## config.mk

```make
export PLATFORM = sky130hd
export DESIGN_NAME = decimal_ascii_packet_framer_flat
export DESIGN_NICKNAME = d
export VERILOG_FILES = /design/src/hdl/dap_pkg.sv /design/src/hdl/dap_in_if.sv /design/src/hdl/dap_out_if.sv /design/src/hdl/dap_digit_pipe.sv /design/src/hdl/dap_serializer.sv /design/src/hdl/decimal_ascii_packet_framer.sv /design/src/flat_wrapper.sv
export VERILOG_INCLUDE_DIRS = /design/src /design/src/hdl
export SDC_FILE = /design/constraint.sdc
export NUM_CORES = 1
export LEC_CHECK = 0
export BUFFER_PORTS_ARGS = -buffer_cell sky130_fd_sc_hd__buf_2
export CORE_MARGIN = 10
export CORE_UTILIZATION = 35
export DETAILED_ROUTE_END_ITERATION = 8
export PLACE_DENSITY = 0.5
export SYNTH_ARGS = -nofsm -noshare
export SYNTH_HDL_FRONTEND = slang
export SYNTH_SLANG_ARGS = --single-unit
```

## constraint.sdc

```tcl
create_clock -name clk -period 15 [get_ports clk]
set_clock_uncertainty 0.05 [all_clocks]
set_input_delay 0.75 -clock clk [delete_from_list [all_inputs] [get_ports clk]]
set_output_delay 0.75 -clock clk [all_outputs]
set_load 0.02 [all_outputs]
```

## src/hdl/decimal_ascii_packet_framer_macros.svh

```systemverilog
// Assertion macros shared by the decimal ASCII packet framer modules.
`ifndef DECIMAL_ASCII_PACKET_FRAMER_MACROS_SVH
`define DECIMAL_ASCII_PACKET_FRAMER_MACROS_SVH
`ifndef SYNTHESIS
// Antecedent implies consequent in the same cycle.
`define DAP_ASSERT_IMP(label, ante, cons) \
  label: assert property (@(posedge clk) disable iff (rst) (ante) |-> (cons)) \
    else $error("dap assertion failed: same-cycle implication");
// Antecedent implies consequent in the next cycle.
`define DAP_ASSERT_NXT(label, ante, cons) \
  label: assert property (@(posedge clk) disable iff (rst) (ante) |=> (cons)) \
    else $error("dap assertion failed: next-cycle implication");
`else
`define DAP_ASSERT_IMP(label, ante, cons)
`define DAP_ASSERT_NXT(label, ante, cons)
`endif
`endif

```

## src/hdl/dap_pkg.sv

```systemverilog
// Types and constants of the decimal ASCII packet framer.
package dap_pkg;

  localparam int VALUE_W    = 16;
  localparam int ADDR_W     = 8;
  localparam int BYTE_W     = 8;
  localparam int DIGIT_W    = 4;

  // Largest digit count the digit part may hold, clamped to 1..9.
  localparam int MAX_DIGITS = 5;
  localparam int DIGIT_CAP  = (MAX_DIGITS < 1) ? 1 : ((MAX_DIGITS > 9) ? 9 : MAX_DIGITS);

  // A 16-bit number has at most five decimal digits.
  localparam int NUM_DIGITS = 5;
  localparam int EFF_CAP    = (DIGIT_CAP < NUM_DIGITS) ? DIGIT_CAP : NUM_DIGITS;
  localparam int DIV_STAGES = NUM_DIGITS - 1;
  localparam int COUNT_W    = $clog2(NUM_DIGITS + 1);
  localparam int IDX_W      = $clog2(NUM_DIGITS);
  localparam int SUM_W      = $clog2(9 * NUM_DIGITS + 1);

  // x / 10 == (x * 52429) >> 19 for every 16-bit x.
  localparam logic [VALUE_W-1:0] RECIP       = 16'd52429;
  localparam int                 RECIP_SHIFT = 19;
  // s / 10 == (s * 13) >> 7 for every digit sum up to 45.
  localparam logic [SUM_W-1:0]   SUM_RECIP   = 6'd13;
  localparam int                 SUM_SHIFT   = 7;

  localparam logic [BYTE_W-1:0]  ASCII_ZERO  = 8'h30;

  typedef logic [DIGIT_W-1:0]           digit_t;
  typedef digit_t [NUM_DIGITS-1:0]      digit_vec_t;

  // Record carried through the conversion stages.
  typedef struct packed {
    logic [ADDR_W-1:0]  addr;
    logic [VALUE_W-1:0] rem;
    digit_vec_t         digits;
    logic [COUNT_W-1:0] count;
    logic [SUM_W-1:0]   sum;
  } dap_work_t;

  // Finished packet description handed to the serializer.
  typedef struct packed {
    logic [ADDR_W-1:0]  addr;
    digit_vec_t         digits;
    logic [COUNT_W-1:0] count;
    digit_t             sum_hi;
    digit_t             sum_lo;
  } dap_pkt_t;

  typedef enum logic [2:0] {
    PH_IDLE,
    PH_ADDR,
    PH_LEN,
    PH_DIGIT,
    PH_SUM_HI,
    PH_SUM_LO
  } dap_phase_t;

endpackage

```

## src/hdl/dap_in_if.sv

```systemverilog
// Input channel: a number and its address byte.
interface dap_in_if;
  import dap_pkg::*;

  logic               valid;
  logic               ready;
  logic [VALUE_W-1:0] value;
  logic [ADDR_W-1:0]  address_byte;

  modport source (output valid, output value, output address_byte, input ready);
  modport sink   (input valid, input value, input address_byte, output ready);
endinterface

```

## src/hdl/dap_out_if.sv

```systemverilog
// Output channel: one packet byte per transaction.
interface dap_out_if;
  import dap_pkg::*;

  logic              valid;
  logic              ready;
  logic [BYTE_W-1:0] tx_byte;
  logic              last_byte;

  modport source (output valid, output tx_byte, output last_byte, input ready);
  modport sink   (input valid, input tx_byte, input last_byte, output ready);
endinterface

```

## src/hdl/dap_digit_pipe.sv

```systemverilog
// Pipelined binary to decimal conversion, digit count and digit sum.
`include "decimal_ascii_packet_framer_macros.svh"
module dap_digit_pipe (
  input  logic              clk,
  input  logic              rst,
  dap_in_if.sink            din,
  output logic              pkt_v,
  output dap_pkg::dap_pkt_t pkt,
  input  logic              pkt_ready
);
  import dap_pkg::*;

  // Division stages, one decimal digit each.
  logic      wk_v   [DIV_STAGES];
  dap_work_t wk     [DIV_STAGES];
  logic      wk_adv [DIV_STAGES];

  // Count, sum and split stages.
  logic      cnt_v;
  dap_work_t cnt_rec;
  logic      cnt_adv;
  logic      sm_v;
  dap_work_t sm_rec;
  logic      sm_adv;
  logic      pkt_adv;

  dap_work_t in_rec;
  dap_work_t cnt_next;
  dap_work_t sm_next;
  dap_pkt_t  pkt_next;
  logic [SUM_W+SUM_SHIFT-1:0] tens_prod;
  logic [SUM_W-1:0]           tens;

  // Each stage loads when it is empty or its successor moves on.
  assign pkt_adv = !pkt_v || pkt_ready;
  assign sm_adv  = !sm_v  || pkt_adv;
  assign cnt_adv = !cnt_v || sm_adv;
  assign din.ready = wk_adv[0];

  always_comb begin
    in_rec = '0;
    in_rec.addr = din.address_byte;
    in_rec.rem  = din.value;
  end

  for (genvar k = 0; k < DIV_STAGES; k++) begin : g_div
    dap_work_t                src;
    logic                     src_v;
    logic                     nxt_adv;
    dap_work_t                res;
    logic [2*VALUE_W-1:0]     prod;
    logic [VALUE_W-1:0]       quo;
    logic [VALUE_W-1:0]       quo10;
    logic [VALUE_W-1:0]       rmd;

    if (k == 0) begin : g_first
      assign src   = in_rec;
      assign src_v = din.valid;
    end else begin : g_next
      assign src   = wk[k-1];
      assign src_v = wk_v[k-1];
    end

    if (k == DIV_STAGES - 1) begin : g_tail
      assign nxt_adv = cnt_adv;
    end else begin : g_body
      assign nxt_adv = wk_adv[k+1];
    end

    assign wk_adv[k] = !wk_v[k] || nxt_adv;

    // Quotient by reciprocal multiply, remainder by shift-and-add subtract.
    assign prod  = src.rem * RECIP;
    assign quo   = VALUE_W'(prod >> RECIP_SHIFT);
    assign quo10 = (quo << 3) + (quo << 1);
    assign rmd   = src.rem - quo10;

    always_comb begin
      res           = src;
      res.rem       = quo;
      res.digits[k] = rmd[DIGIT_W-1:0];
    end

    always_ff @(posedge clk) begin
      if (rst) begin
        wk_v[k] <= 1'b0;
      end else if (wk_adv[k]) begin
        wk_v[k] <= src_v;
      end
      if (wk_adv[k]) begin
        wk[k] <= res;
      end
    end
  end

  // Top digit is what is left; count the digits up to the highest nonzero one, capped at EFF_CAP.
  always_comb begin
    cnt_next = wk[DIV_STAGES-1];
    cnt_next.digits[NUM_DIGITS-1] = wk[DIV_STAGES-1].rem[DIGIT_W-1:0];
    cnt_next.count = COUNT_W'(1);
    for (int i = 1; i < NUM_DIGITS; i++) begin
      if (cnt_next.digits[i] != '0) begin
        cnt_next.count = COUNT_W'(i + 1);
      end
    end
    if (cnt_next.count > COUNT_W'(EFF_CAP)) begin
      cnt_next.count = COUNT_W'(EFF_CAP);
    end
  end

  // Sum of the digits that are sent.
  always_comb begin
    sm_next = cnt_rec;
    sm_next.sum = '0;
    for (int i = 0; i < NUM_DIGITS; i++) begin
      if (COUNT_W'(i) < cnt_rec.count) begin
        sm_next.sum = sm_next.sum + SUM_W'(cnt_rec.digits[i]);
      end
    end
  end

  // Split the sum into tens and ones.
  assign tens_prod = (SUM_W+SUM_SHIFT)'(sm_rec.sum) * (SUM_W+SUM_SHIFT)'(SUM_RECIP);
  assign tens      = SUM_W'(tens_prod >> SUM_SHIFT);

  always_comb begin
    pkt_next.addr   = sm_rec.addr;
    pkt_next.digits = sm_rec.digits;
    pkt_next.count  = sm_rec.count;
    pkt_next.sum_hi = tens[DIGIT_W-1:0];
    pkt_next.sum_lo = DIGIT_W'(sm_rec.sum - ((tens << 3) + (tens << 1)));
  end

  always_ff @(posedge clk) begin
    if (rst) begin
      cnt_v <= 1'b0;
      sm_v  <= 1'b0;
      pkt_v <= 1'b0;
    end else begin
      if (cnt_adv) begin
        cnt_v <= wk_v[DIV_STAGES-1];
      end
      if (sm_adv) begin
        sm_v <= cnt_v;
      end
      if (pkt_adv) begin
        pkt_v <= sm_v;
      end
    end
    if (cnt_adv) begin
      cnt_rec <= cnt_next;
    end
    if (sm_adv) begin
      sm_rec <= sm_next;
    end
    if (pkt_adv) begin
      pkt <= pkt_next;
    end
  end

  `DAP_ASSERT_IMP(a_count_range, pkt_v, (pkt.count >= COUNT_W'(1)) && (pkt.count <= COUNT_W'(EFF_CAP)))
  `DAP_ASSERT_IMP(a_sum_digits, pkt_v, (pkt.sum_lo <= DIGIT_W'(9)) && (pkt.sum_hi <= DIGIT_W'(4)))
  `DAP_ASSERT_NXT(a_pkt_held, pkt_v && !pkt_ready, pkt_v && $stable(pkt))

endmodule

```

## src/hdl/dap_serializer.sv

```systemverilog
// Byte serializer: turns one packet description into its byte stream.
`include "decimal_ascii_packet_framer_macros.svh"
module dap_serializer (
  input  logic              clk,
  input  logic              rst,
  input  logic              pkt_v,
  input  dap_pkg::dap_pkt_t pkt_in,
  output logic              pkt_ready,
  dap_out_if.source         dout
);
  import dap_pkg::*;

  dap_phase_t         phase;
  dap_phase_t         phase_next;
  dap_pkt_t           pkt_q;
  logic [IDX_W-1:0]   idx;
  logic               ov;
  logic [BYTE_W-1:0]  obyte;
  logic               olast;

  logic               emit;
  logic               pkt_take;
  logic [BYTE_W-1:0]  cur_byte;
  logic               cur_last;

  assign dout.valid     = ov;
  assign dout.tx_byte   = obyte;
  assign dout.last_byte = olast;

  // A byte moves into the output register when it is empty or being taken.
  assign emit      = (phase != PH_IDLE) && (!ov || dout.ready);
  assign pkt_ready = (phase == PH_IDLE) || (emit && cur_last);
  assign pkt_take  = pkt_v && pkt_ready;

  // Byte for the current phase.
  always_comb begin
    cur_byte = ASCII_ZERO;
    cur_last = 1'b0;
    unique case (phase)
      PH_IDLE:   cur_byte = ASCII_ZERO;
      PH_ADDR:   cur_byte = pkt_q.addr;
      PH_LEN:    cur_byte = ASCII_ZERO + BYTE_W'(pkt_q.count);
      PH_DIGIT:  cur_byte = ASCII_ZERO + BYTE_W'(pkt_q.digits[idx]);
      PH_SUM_HI: cur_byte = ASCII_ZERO + BYTE_W'(pkt_q.sum_hi);
      PH_SUM_LO: begin
        cur_byte = ASCII_ZERO + BYTE_W'(pkt_q.sum_lo);
        cur_last = 1'b1;
      end
      default:   cur_byte = ASCII_ZERO;
    endcase
  end

  // Phase sequence; the digit phase walks from the top digit down to digit zero.
  always_comb begin
    phase_next = phase;
    unique case (phase)
      PH_IDLE: begin
        if (pkt_v) phase_next = PH_ADDR;
      end
      PH_ADDR: begin
        if (emit) phase_next = PH_LEN;
      end
      PH_LEN: begin
        if (emit) phase_next = PH_DIGIT;
      end
      PH_DIGIT: begin
        if (emit && idx == '0) begin
          phase_next = (pkt_q.sum_hi != '0) ? PH_SUM_HI : PH_SUM_LO;
        end
      end
      PH_SUM_HI: begin
        if (emit) phase_next = PH_SUM_LO;
      end
      PH_SUM_LO: begin
        if (emit) phase_next = pkt_v ? PH_ADDR : PH_IDLE;
      end
      default: phase_next = PH_IDLE;
    endcase
  end

  always_ff @(posedge clk) begin
    if (rst) begin
      phase <= PH_IDLE;
      ov    <= 1'b0;
    end else begin
      phase <= phase_next;
      if (emit) begin
        ov <= 1'b1;
      end else if (dout.ready) begin
        ov <= 1'b0;
      end
    end
    if (emit) begin
      obyte <= cur_byte;
      olast <= cur_last;
    end
    if (pkt_take) begin
      pkt_q <= pkt_in;
      idx   <= IDX_W'(pkt_in.count - COUNT_W'(1));
    end else if (emit && phase == PH_DIGIT) begin
      idx <= idx - IDX_W'(1);
    end
  end

  `DAP_ASSERT_NXT(a_take_starts_addr, pkt_take, phase == PH_ADDR)
  `DAP_ASSERT_NXT(a_last_ends_packet, emit && cur_last && !pkt_v, phase == PH_IDLE)
  `DAP_ASSERT_IMP(a_idx_in_count, phase == PH_DIGIT, COUNT_W'(idx) < pkt_q.count)

endmodule

```

## src/hdl/decimal_ascii_packet_framer.sv

```systemverilog
// A number's address byte passes the conversion pipeline, the serializer's packet register and its output register.
// Throughput: one byte per cycle while the output is ready; a packet has 4 to 9 bytes.
// The byte serializer sets the pace; the 7-stage conversion pipeline keeps packets queued.
// Back-to-back packets leave no idle cycle between them when the next packet is already waiting.
// Reset (synchronous, active high) empties the pipeline and the output register.
module decimal_ascii_packet_framer (
  input  logic      clk,
  input  logic      rst,
  dap_in_if.sink    din,
  dap_out_if.source dout
);
  import dap_pkg::*;

  logic     pkt_v;
  logic     pkt_ready;
  dap_pkt_t pkt;

  // Decimal conversion, digit count and digit sum.
  dap_digit_pipe u_pipe (
    .clk       (clk),
    .rst       (rst),
    .din       (din),
    .pkt_v     (pkt_v),
    .pkt       (pkt),
    .pkt_ready (pkt_ready)
  );

  // Packet byte stream.
  dap_serializer u_ser (
    .clk       (clk),
    .rst       (rst),
    .pkt_v     (pkt_v),
    .pkt_in    (pkt),
    .pkt_ready (pkt_ready),
    .dout      (dout)
  );

endmodule
```

## src/flat_wrapper.sv

```systemverilog
// flat-port wrapper written by rule: the top's interface ports become plain ports
module decimal_ascii_packet_framer_flat import dap_pkg::*;
  (clk, rst, din_valid, din_value, din_address_byte, din_ready, dout_valid, dout_tx_byte, dout_last_byte, dout_ready);
  dap_in_if din_i ();
  dap_out_if dout_i ();
  input  logic clk;
  input  logic rst;
  input wire logic [$bits(din_i.valid)-1:0] din_valid;
  input wire logic [$bits(din_i.value)-1:0] din_value;
  input wire logic [$bits(din_i.address_byte)-1:0] din_address_byte;
  output wire logic [$bits(din_i.ready)-1:0] din_ready;
  output wire logic [$bits(dout_i.valid)-1:0] dout_valid;
  output wire logic [$bits(dout_i.tx_byte)-1:0] dout_tx_byte;
  output wire logic [$bits(dout_i.last_byte)-1:0] dout_last_byte;
  input wire logic [$bits(dout_i.ready)-1:0] dout_ready;
  assign din_i.valid = din_valid;
  assign din_i.value = din_value;
  assign din_i.address_byte = din_address_byte;
  assign din_ready = din_i.ready;
  assign dout_valid = dout_i.valid;
  assign dout_tx_byte = dout_i.tx_byte;
  assign dout_last_byte = dout_i.last_byte;
  assign dout_i.ready = dout_ready;
  decimal_ascii_packet_framer u_core (.clk(clk), .rst(rst), .din(din_i), .dout(dout_i));
endmodule
```

# == After elaboration in Yosys (flattened, before gate mapping) ==
# Memory sizes are Yosys's and may differ from the RTL's.
# Index checks and enable logic that the tools add are counted.
# word_totals
register_bits,163
output_inout_bits,11
elab_cells,171
input_bits,28
n_memories,2
ramBits,204
# memory_table
name,depth,word_bits,rd,rd_clocked_by_memory_dff,write_ports,line_no,text
u_core.u_pipe.wk,4,50,4,0,4,dap_digit_pipe.sv:15,dap_work_t wk [DIV_STAGES];
u_core.u_pipe.wk_v,4,1,4,0,4,dap_digit_pipe.sv:14,logic wk_v [DIV_STAGES];
# classes
n_reduce_logical,33
n_mul,5
mux,48
eq_ne,11
addsub,20
n_bitwise,4
magnitude_cmp,7
# op_table
cell,count
$mul A16 B16 Y32 const B,4
$pmux W8 S5,1
$mux W3,11
$mux W1,27
$add A6 B4 Y6,4
$mux W6,4
$add A4 B4 Y4,5
$reduce_bool A4 Y1,5
$sub A4 B4 Y4,5
$pmux W3 S6,1
$add A6 B3 Y7 const A,2
$add A6 B4 Y7 const A,2
$bmux W4 S3,1
$mul A6 B4 Y10 const B,1
$ne A2 B2 Y1 const B,5
$logic_or A1 B1 Y1,9
$logic_not A1 Y1,8
$mux W4,2
$eq A3 B2 Y1 const B,2
$eq A3 B3 Y1 const B,2
$logic_not A3 Y1,2
$lt A1 B3 Y1 const A,2
$lt A2 B3 Y1 const A,2
$reduce_and A6 Y1,1
11 further kinds,20

# == Logic depth before layout (Yosys ltp) ==
# Gate-level depths: netlist of the first run.
# depth
depth_word,16
mapped_depth,28
depth_no_buf,28

# == Hierarchy ==
# A second synthesis of the first run with hierarchy kept.
# unflattened
hier_cells,2089
area_unflattened_um2,25532.0
# by_module_without_submodules
module,area_per_inst_um2,n_inst,cells_each,seq_area_each_um2
dap_digit_pipe,23268.6,1,1955,6816.5
dap_serializer,2263.4,1,134,1611.5

# == Worst setup path before layout of the first run ==
# Ideal clock, no wire load.
# synth_timing
kind,flip-flop to flip-flop
startpoint,memory u_core.u_pipe.wk[2][34] in the netlist's numbering
endpoint,memory u_core.u_pipe.wk[3][24] in the netlist's numbering (data pin)
setup_ns,0.258
stages_incl_launch_ff,25
synth_period_minus_slack_ns,6.016
path_buffers,0
setup_slack_ns,8.984
arrival_ns,5.708
path_cell_list,edfxtp_1 ha_1 fa_1 fa_1 fa_1 fa_1 inv_1 fa_1 inv_1 ha_1 a21o_1 a21o_1 a21oi_2 nand2_1 and2_1 a21oi_1 xnor2_1 ha_1 xor2_1 a21oi_1 nand2b_1 a21oi_1 nor3_1 nand3_1 xor2_1
# synth_lines
item,line_no
"start, declared",dap_digit_pipe.sv:15

==> impl_results.md, run 1 <==
* Hold_buf cts at 0
* Initial DRC count at 664
* Max Cap Violations at 0
* # DRC at 0
* Routed vias at 14700
* Fraction of layout cells with a size suffix above 1 at 5.47%
* H-tree Lvls at 2
* Status: finished, final reports clean
* Syn. warnings at 0
* Final Max Slew Viols at 0
* # fillers at 7071
* CTS resizes at 0
* Share of the synthesized area in the top cell type at 32.1%
* Post-synth cell types at 67
* Tcrit/Tclk final at 44.2%
* Mean Syn Cell Area at 11.9 um2
* Max Freq at 0.151 GHz
* Top-count cell post-synth: inv_1
* CP Data Required Time at 15.24 ns
* Sequential area share after synthesis at 32.6%
* Final Hold Vio Count at 0
* Tightest Hold Check Type: input port to flip-flop
* Die ar. at 0.0847 mm2
* Total wire length at 50400 um
* Number of synthesized flops with an enable pin at 275
* Clock Latency Late Sink at 0.54 ns
* Grt met3 use at 1.27%
* Nets at 3027
* Tmin final at 6.62 ns
* Synth cell count leaders: 548 x inv_1, 511 x ha_1, 275 x edfxtp_1
* CP endpoint kind: flip-flop
* First-pass GRT wire length at 84900 um
* Layout Cells excl Fill at 3207
* Pin count of the biggest net entering global routing at 44
* Cell Rows at 99
* Crit path max fanout at 6
* Clock slew seen by the registers of the worst setup and hold paths at 0.06 ns
* Initial antenna violation count at 0
* Synth Register Bits at 282
* Synthesized Nets at 2958
* Grt met2 use at 20.6%
* Area Growth Syn to Fin at 9.47%
* Number of nets still failing antenna checks after routing at 0
* Initial Utilization at 35.3%
* Core Area at 0.0730 mm2
* Total CTS buffers at 34
* HPWL after DPL at 42600 um
* # IOs at 39
* Final WS setup at 8.38 ns
* Port Buffers at 38
* Number of global-route vias before repair at 16300
* Setup TNS at 0 ns
* Rel. slew slack at 31.6%
* Total GRT Usage at 12.2%
* Area leader, netlist: edfxtp_1
* Unrepaired setup endpoints after global routing: false
* Die Y at 291 um
* Setup Buffers After CTS at 0
* Die W at 291 um
* Placed Cells at 3147
* Met1 GRT Util at 16.4%
* Most crowded layer after global routing: met2
* Clock buffer depth at 3
* CTS Root Cell: clkbuf_16
* Mapped Cells at 2155
* Vias per cell at 4.59
* CTS tree: done
* DR pass1 iterations at 5
* Synth area leaders: edfxtp_1 32%, ha_1 25%, fa_1 21%
* RePlAce Congestion at 0.891
* Critical Path AT at 6.86 ns
* Critical path type: flip-flop to flip-flop
* Detailed-route wire length per cell at 15.7 um
* Ys flop type: edfxtp_1
* Total clock sinks at 282
* Synth Cell Area at 0.0257 mm2
* Post-synthesis async set-or-reset flop share at 0%
* Remaining Overflow, GRT at 0
* Ant diodes at 0
* Post-place setup slack at 8.39 ns
* Slew @ Worst Pin at 1.03 ns
* Startpoint class of the critical path: flip-flop
* Setup violations, final at 0
[metrics by stage]
step / area [um2] / hold WS, ns / utilization (%)
3_5_place_dp: 27100 / 0.355 / 37.2
5_1_grt: 28200 / 0.316 / 38.6
4_1_cts: 28200 / 0.306 / 38.6
2_1_floorplan: 25700 / 0.350 / -
3_3_place_gp: 27100 / 0.351 / 37.2
6_report: 28200 / 0.338 / 38.6
[flip-flops by register name, summed over array words and instances (netlist names)]
register / flops
u_core.u_ser.dout.last_byte: 1
u_core.u_ser.idx: 3
u_core.u_pipe.pkt_next: 31
u_core.u_ser.dout.tx_byte: 8
u_core.u_ser.dout.valid: 1
u_core.u_pipe.pkt: 38
u_core.u_pipe.sm_v: 1
u_core.u_pipe.wk_v: 4
u_core.u_pipe.sm_rec: 6
u_core.u_pipe.pkt_v: 1
u_core.u_ser.pkt_q: 38
u_core.u_ser.phase: 3
u_core.u_pipe.cnt_v: 1
u_core.u_pipe.cnt_rec: 31
u_core.u_pipe.wk: 115
[final cells by class]
cell class	instances	area, um2	area share, %
timing repair buffer	45	243	0.862
clock inverter	19	153	0.542
inverter	548	2060	7.30
clock buffer	41	887	3.15
multi-input combinational	1313	15200	54.1
tap	959	1200	4.26
sequential	282	8400	29.8
[metal layers]
metal | up-vias | wire, um
met4 | 0 | 1070
met5 | - | 0
met3 | 53 | 1080
met1 | 7212 | 24000
li1 | 7339 | -
met2 | 129 | 24200
[final timing paths]
check             cells past startpoint                  startpoint  slack, ns                 endpoint
hold / removal                        1         din_address_byte[5]       0.34  u_core.u_pipe.wk[0][47]
setup / recovery                     24     u_core.u_pipe.wk[2][34]       8.38  u_core.u_pipe.wk[3][24]
setup reg to reg                     24     u_core.u_pipe.wk[2][34]       8.38  u_core.u_pipe.wk[3][24]
hold reg to reg                       0  u_core.u_pipe.pkt_next[20]       0.36    u_core.u_pipe.pkt[20]
[critical path: stages (launching register included)]
cell and delay, ns:
edfxtp_1 0.48, ha_1 0.40, fa_1 0.58, fa_1 0.43
fa_1 0.46, fa_1 0.49, inv_1 0.05, fa_1 0.47
inv_1 0.04, ha_1 0.28, a21o_1 0.16, a21o_1 0.18
a21oi_2 0.26, nand2_1 0.13, and2_1 0.20, a21oi_1 0.21
xnor2_1 0.21, ha_1 0.26, xor2_1 0.23, a21oi_1 0.12
nand2b_1 0.13, a21oi_1 0.08, nor3_1 0.20, nand3_1 0.11
xor2_1 0.15
[logic make-up after synthesis]
logic type	share of synthesized area [%]
mux	1.10
buf+inv	8.18
simple gates	4.28
xor+xnor	2.93
flops	32.6
compound gates	5.48
fa+ha+maj	45.4
[cells in the final DEF, fill, tap and decap left out, types with 5 or more instances in the layout]
cell type and n:
a211oi_1 7, a21o_1 23, a21oi_1 75, a22oi_1 8, a31oi_1 6, and2_1 5
and3_1 9, buf_2 38, buf_4 7, clkbuf_1 6, clkbuf_16 34, clkinv_2 7
dfxtp_1 7, edfxtp_1 275, fa_1 264, ha_1 511, inv_1 548, mux2_2 10
mux2i_1 8, nand2_1 44, nand2b_1 9, nand3_1 19, nand3b_1 7, nand4_1 10
nor2_1 54, nor2b_1 19, nor3_1 18, nor4_1 5, o21a_1 7, o21ai_0 29
o21ai_1 13, o21bai_1 8, xnor2_1 59, xor2_1 20
Power of run 1 is left out: the tool's default activity adds up to more than one toggle a clock period on the data nets, which glitch-free logic cannot reach.
==> inputs of run 2 (changes only) <==
PLACE_DENSITY = 0.52   (was 0.5)
clock period = 6 ns   (was 15 ns; I/O delays follow)
==> impl_results.md, run 2 (synthesized netlist as in run 1, its figures left out) <==
* Remaining Overflow, GRT at 0
* Tmin final at 6.04 ns
* Area Growth Syn to Fin at 14.3%
* Failing checks: setup timing
* CP endpoint kind: flip-flop
* Hold Path Depth at 3
* Die W at 291 um
* Core Area at 0.0730 mm2
* Die ar. at 0.0847 mm2
* Number of nets still failing antenna checks after routing at 0
* Final WS setup at -0.0400 ns
* Final Hold Vio Count at 0
* Routed vias at 15400
* Clock buffer depth at 3
* Clock Latency Late Sink at 0.59 ns
* Total wire length at 52700 um
* Ant diodes at 0
* Commonest non-fill, non-tap cell in the layout: inv_1
* Max Freq at 0.166 GHz
* # IOs at 39
* Status: complete, but fails checks
* Port Buffers at 38
* Pin count of the biggest net entering global routing at 44
* Fraction of layout cells with a size suffix above 1 at 12.1%
* DR pass1 iterations at 5
* Detailed-route wire length per cell at 15.8 um
* Unrepaired setup endpoints after global routing: true
* Critical path type: flip-flop to flip-flop
* Vias per cell at 4.61
* RePlAce Congestion at 0.890
* Startpoint class of the critical path: flip-flop
* Final Max Slew Viols at 0
* Hold path startpoint: dout_ready
* Setup violations, final at 1
* # DRC at 0
* RR Endpoint: u_core.u_pipe.wk[3][24]
* Total clock sinks at 282
* Hold EP: u_core.u_ser.dout.valid
* Max Cap Violations at 0
* Largest register FFs at 115
* H-tree Lvls at 1
* Total GRT Usage at 12.5%
* Initial DRC count at 569
* First-pass GRT wire length at 87100 um
* Post-place setup slack at -0.299 ns
* Number of global-route vias before repair at 16900
* Total CTS buffers at 31
* Tightest Hold Check Type: input port to flip-flop
* Slew @ Worst Pin at 1.30 ns
* Rel. slew slack at 13.5%
* Critical Path AT at 6.32 ns
* Commonest cells after routing, fill and taps aside: 537 x inv_1, 494 x ha_1, 275 x edfxtp_1
* CP Data Required Time at 6.28 ns
* Crit path max fanout at 3
* Clock slew seen by the registers of the worst setup and hold paths at 0.06 ns
* Reg2reg start: u_core.u_pipe.wk[2][35]
* Tcrit/Tclk final at 101%
* Initial Utilization at 35.3%
* Reg2reg path depth at 25
* CTS Root Cell: clkbuf_16
* Top reg by flops: u_core.u_pipe.wk
* Initial antenna violation count at 0
* Cell Rows at 99
* Largest regs: u_core.u_pipe.wk: 115 flops, u_core.u_pipe.pkt: 38 flops, u_core.u_ser.pkt_q: 38 flops
* # fillers at 6952
* R2R Setup Slk at -0.04 ns
* Nets at 3152
* Die Y at 291 um
* CTS tree: done
* HPWL after DPL at 44900 um
==> run 2: cell count changes in the layout (fill, tap and decap cells not counted), sizes merged <==
cell / before / now
clkinv: 13 / 6
dlygate4sd3: 0 / 10
buf: 45 / 163
inv: 552 / 553
clkbuf: 41 / 43
bufinv: 0 / 2
==> run 2: how the worst max path moves through the flow <==
| stage | start | to | slack [ns] | cells after the start |
|---|---|---|---|---|
| 6_report | u_core.u_pipe.wk[2][35] | u_core.u_pipe.wk[3][24] | -0.04 | 25 |
| 5_1_grt | u_core.u_pipe.wk[2][35] | u_core.u_pipe.wk[3][24] | -0.37 | 25 |
| 4_1_cts | u_core.u_pipe.wk[2][30] | u_core.u_pipe.wk[3][24] | -0.07 | 24 |
| 3_5_place_dp | u_core.u_pipe.wk[2][30] | u_core.u_pipe.wk[3][24] | -0.30 | 24 |
| 3_3_place_gp | u_core.u_pipe.wk[2][30] | u_core.u_pipe.wk[3][24] | -0.04 | 24 |
| 2_1_floorplan | u_core.u_pipe.wk[2][30] | u_core.u_pipe.wk[3][24] | 0.03 | 24 |
==> run 2: timing repair <==
item / in CTS / in global routing
buffers inserted: 6 / 13
hold buffers: 10 / 0
setup endpoints to repair: 1 / 5
endpoints found under the hold margin: 14 / 0
pin swaps: 17 / 32
resized for setup: 15 / 41
==> run 2: through the flow <==
| step | TNS, ns | instances | area, um2 | util (%) | hold slack (ns) |
|---|---|---|---|---|---|
| finish | -0.0400 | 3333 | 29400 | 40.3 | 0.0906 |
| global route | -0.542 | 3333 | 29400 | 40.3 | 0.0747 |
| CTS | -0.0722 | 3320 | 29100 | 39.9 | 0.0415 |
| detailed placement | -0.299 | 3247 | 27900 | 38.2 | 0.355 |
| global placement | -0.0411 | 3247 | 27900 | 38.2 | 0.353 |
| floorplan | 0 | 2155 | 25700 | - | 0.349 |
==> run 2: per-layer routing <==
| layer | GRT usage (%) | wire [um] | vias up |
|---|---|---|---|
| li1 | - | - | 7582 |
| met1 | 16.8 | 24900 | 7570 |
| met2 | 21.4 | 25500 | 154 |
| met3 | 1.46 | 1250 | 54 |
| met4 | 2.90 | 1030 | 0 |
| met5 | 0 | 0 | - |
==> run 2: layout make-up <==
| cell class | instances | area [um2] | share of cell area [%] |
|---|---|---|---|
| clock inverter | 15 | 164 | 0.557 |
| tap | 959 | 1200 | 4.08 |
| sequential | 282 | 8400 | 28.5 |
| timing repair buffer | 173 | 1240 | 4.23 |
| clock buffer | 43 | 861 | 2.93 |
| multi-input combinational | 1313 | 15500 | 52.7 |
| inverter | 548 | 2060 | 7.00 |
==> run 2: critical path, stage by stage, from the launching register on <==
cell      delay (ns)
edfxtp_1        0.41
buf_6           0.14
ha_4            0.22
fa_1            0.56
fa_1            0.43
fa_1            0.47
fa_1            0.50
inv_1           0.05
fa_1            0.49
inv_2           0.05
ha_4            0.21
a21o_1          0.15
a21o_1          0.16
a21oi_2         0.15
nand2_1         0.09
and2_4          0.17
a21oi_2         0.20
xnor2_2         0.16
ha_2            0.25
xor2_2          0.18
a21oi_2         0.06
nand2b_1        0.14
a21oi_2         0.08
nor3_2          0.18
nand3_1         0.11
xor2_1          0.15
Power of run 2 is left out for the same reason.
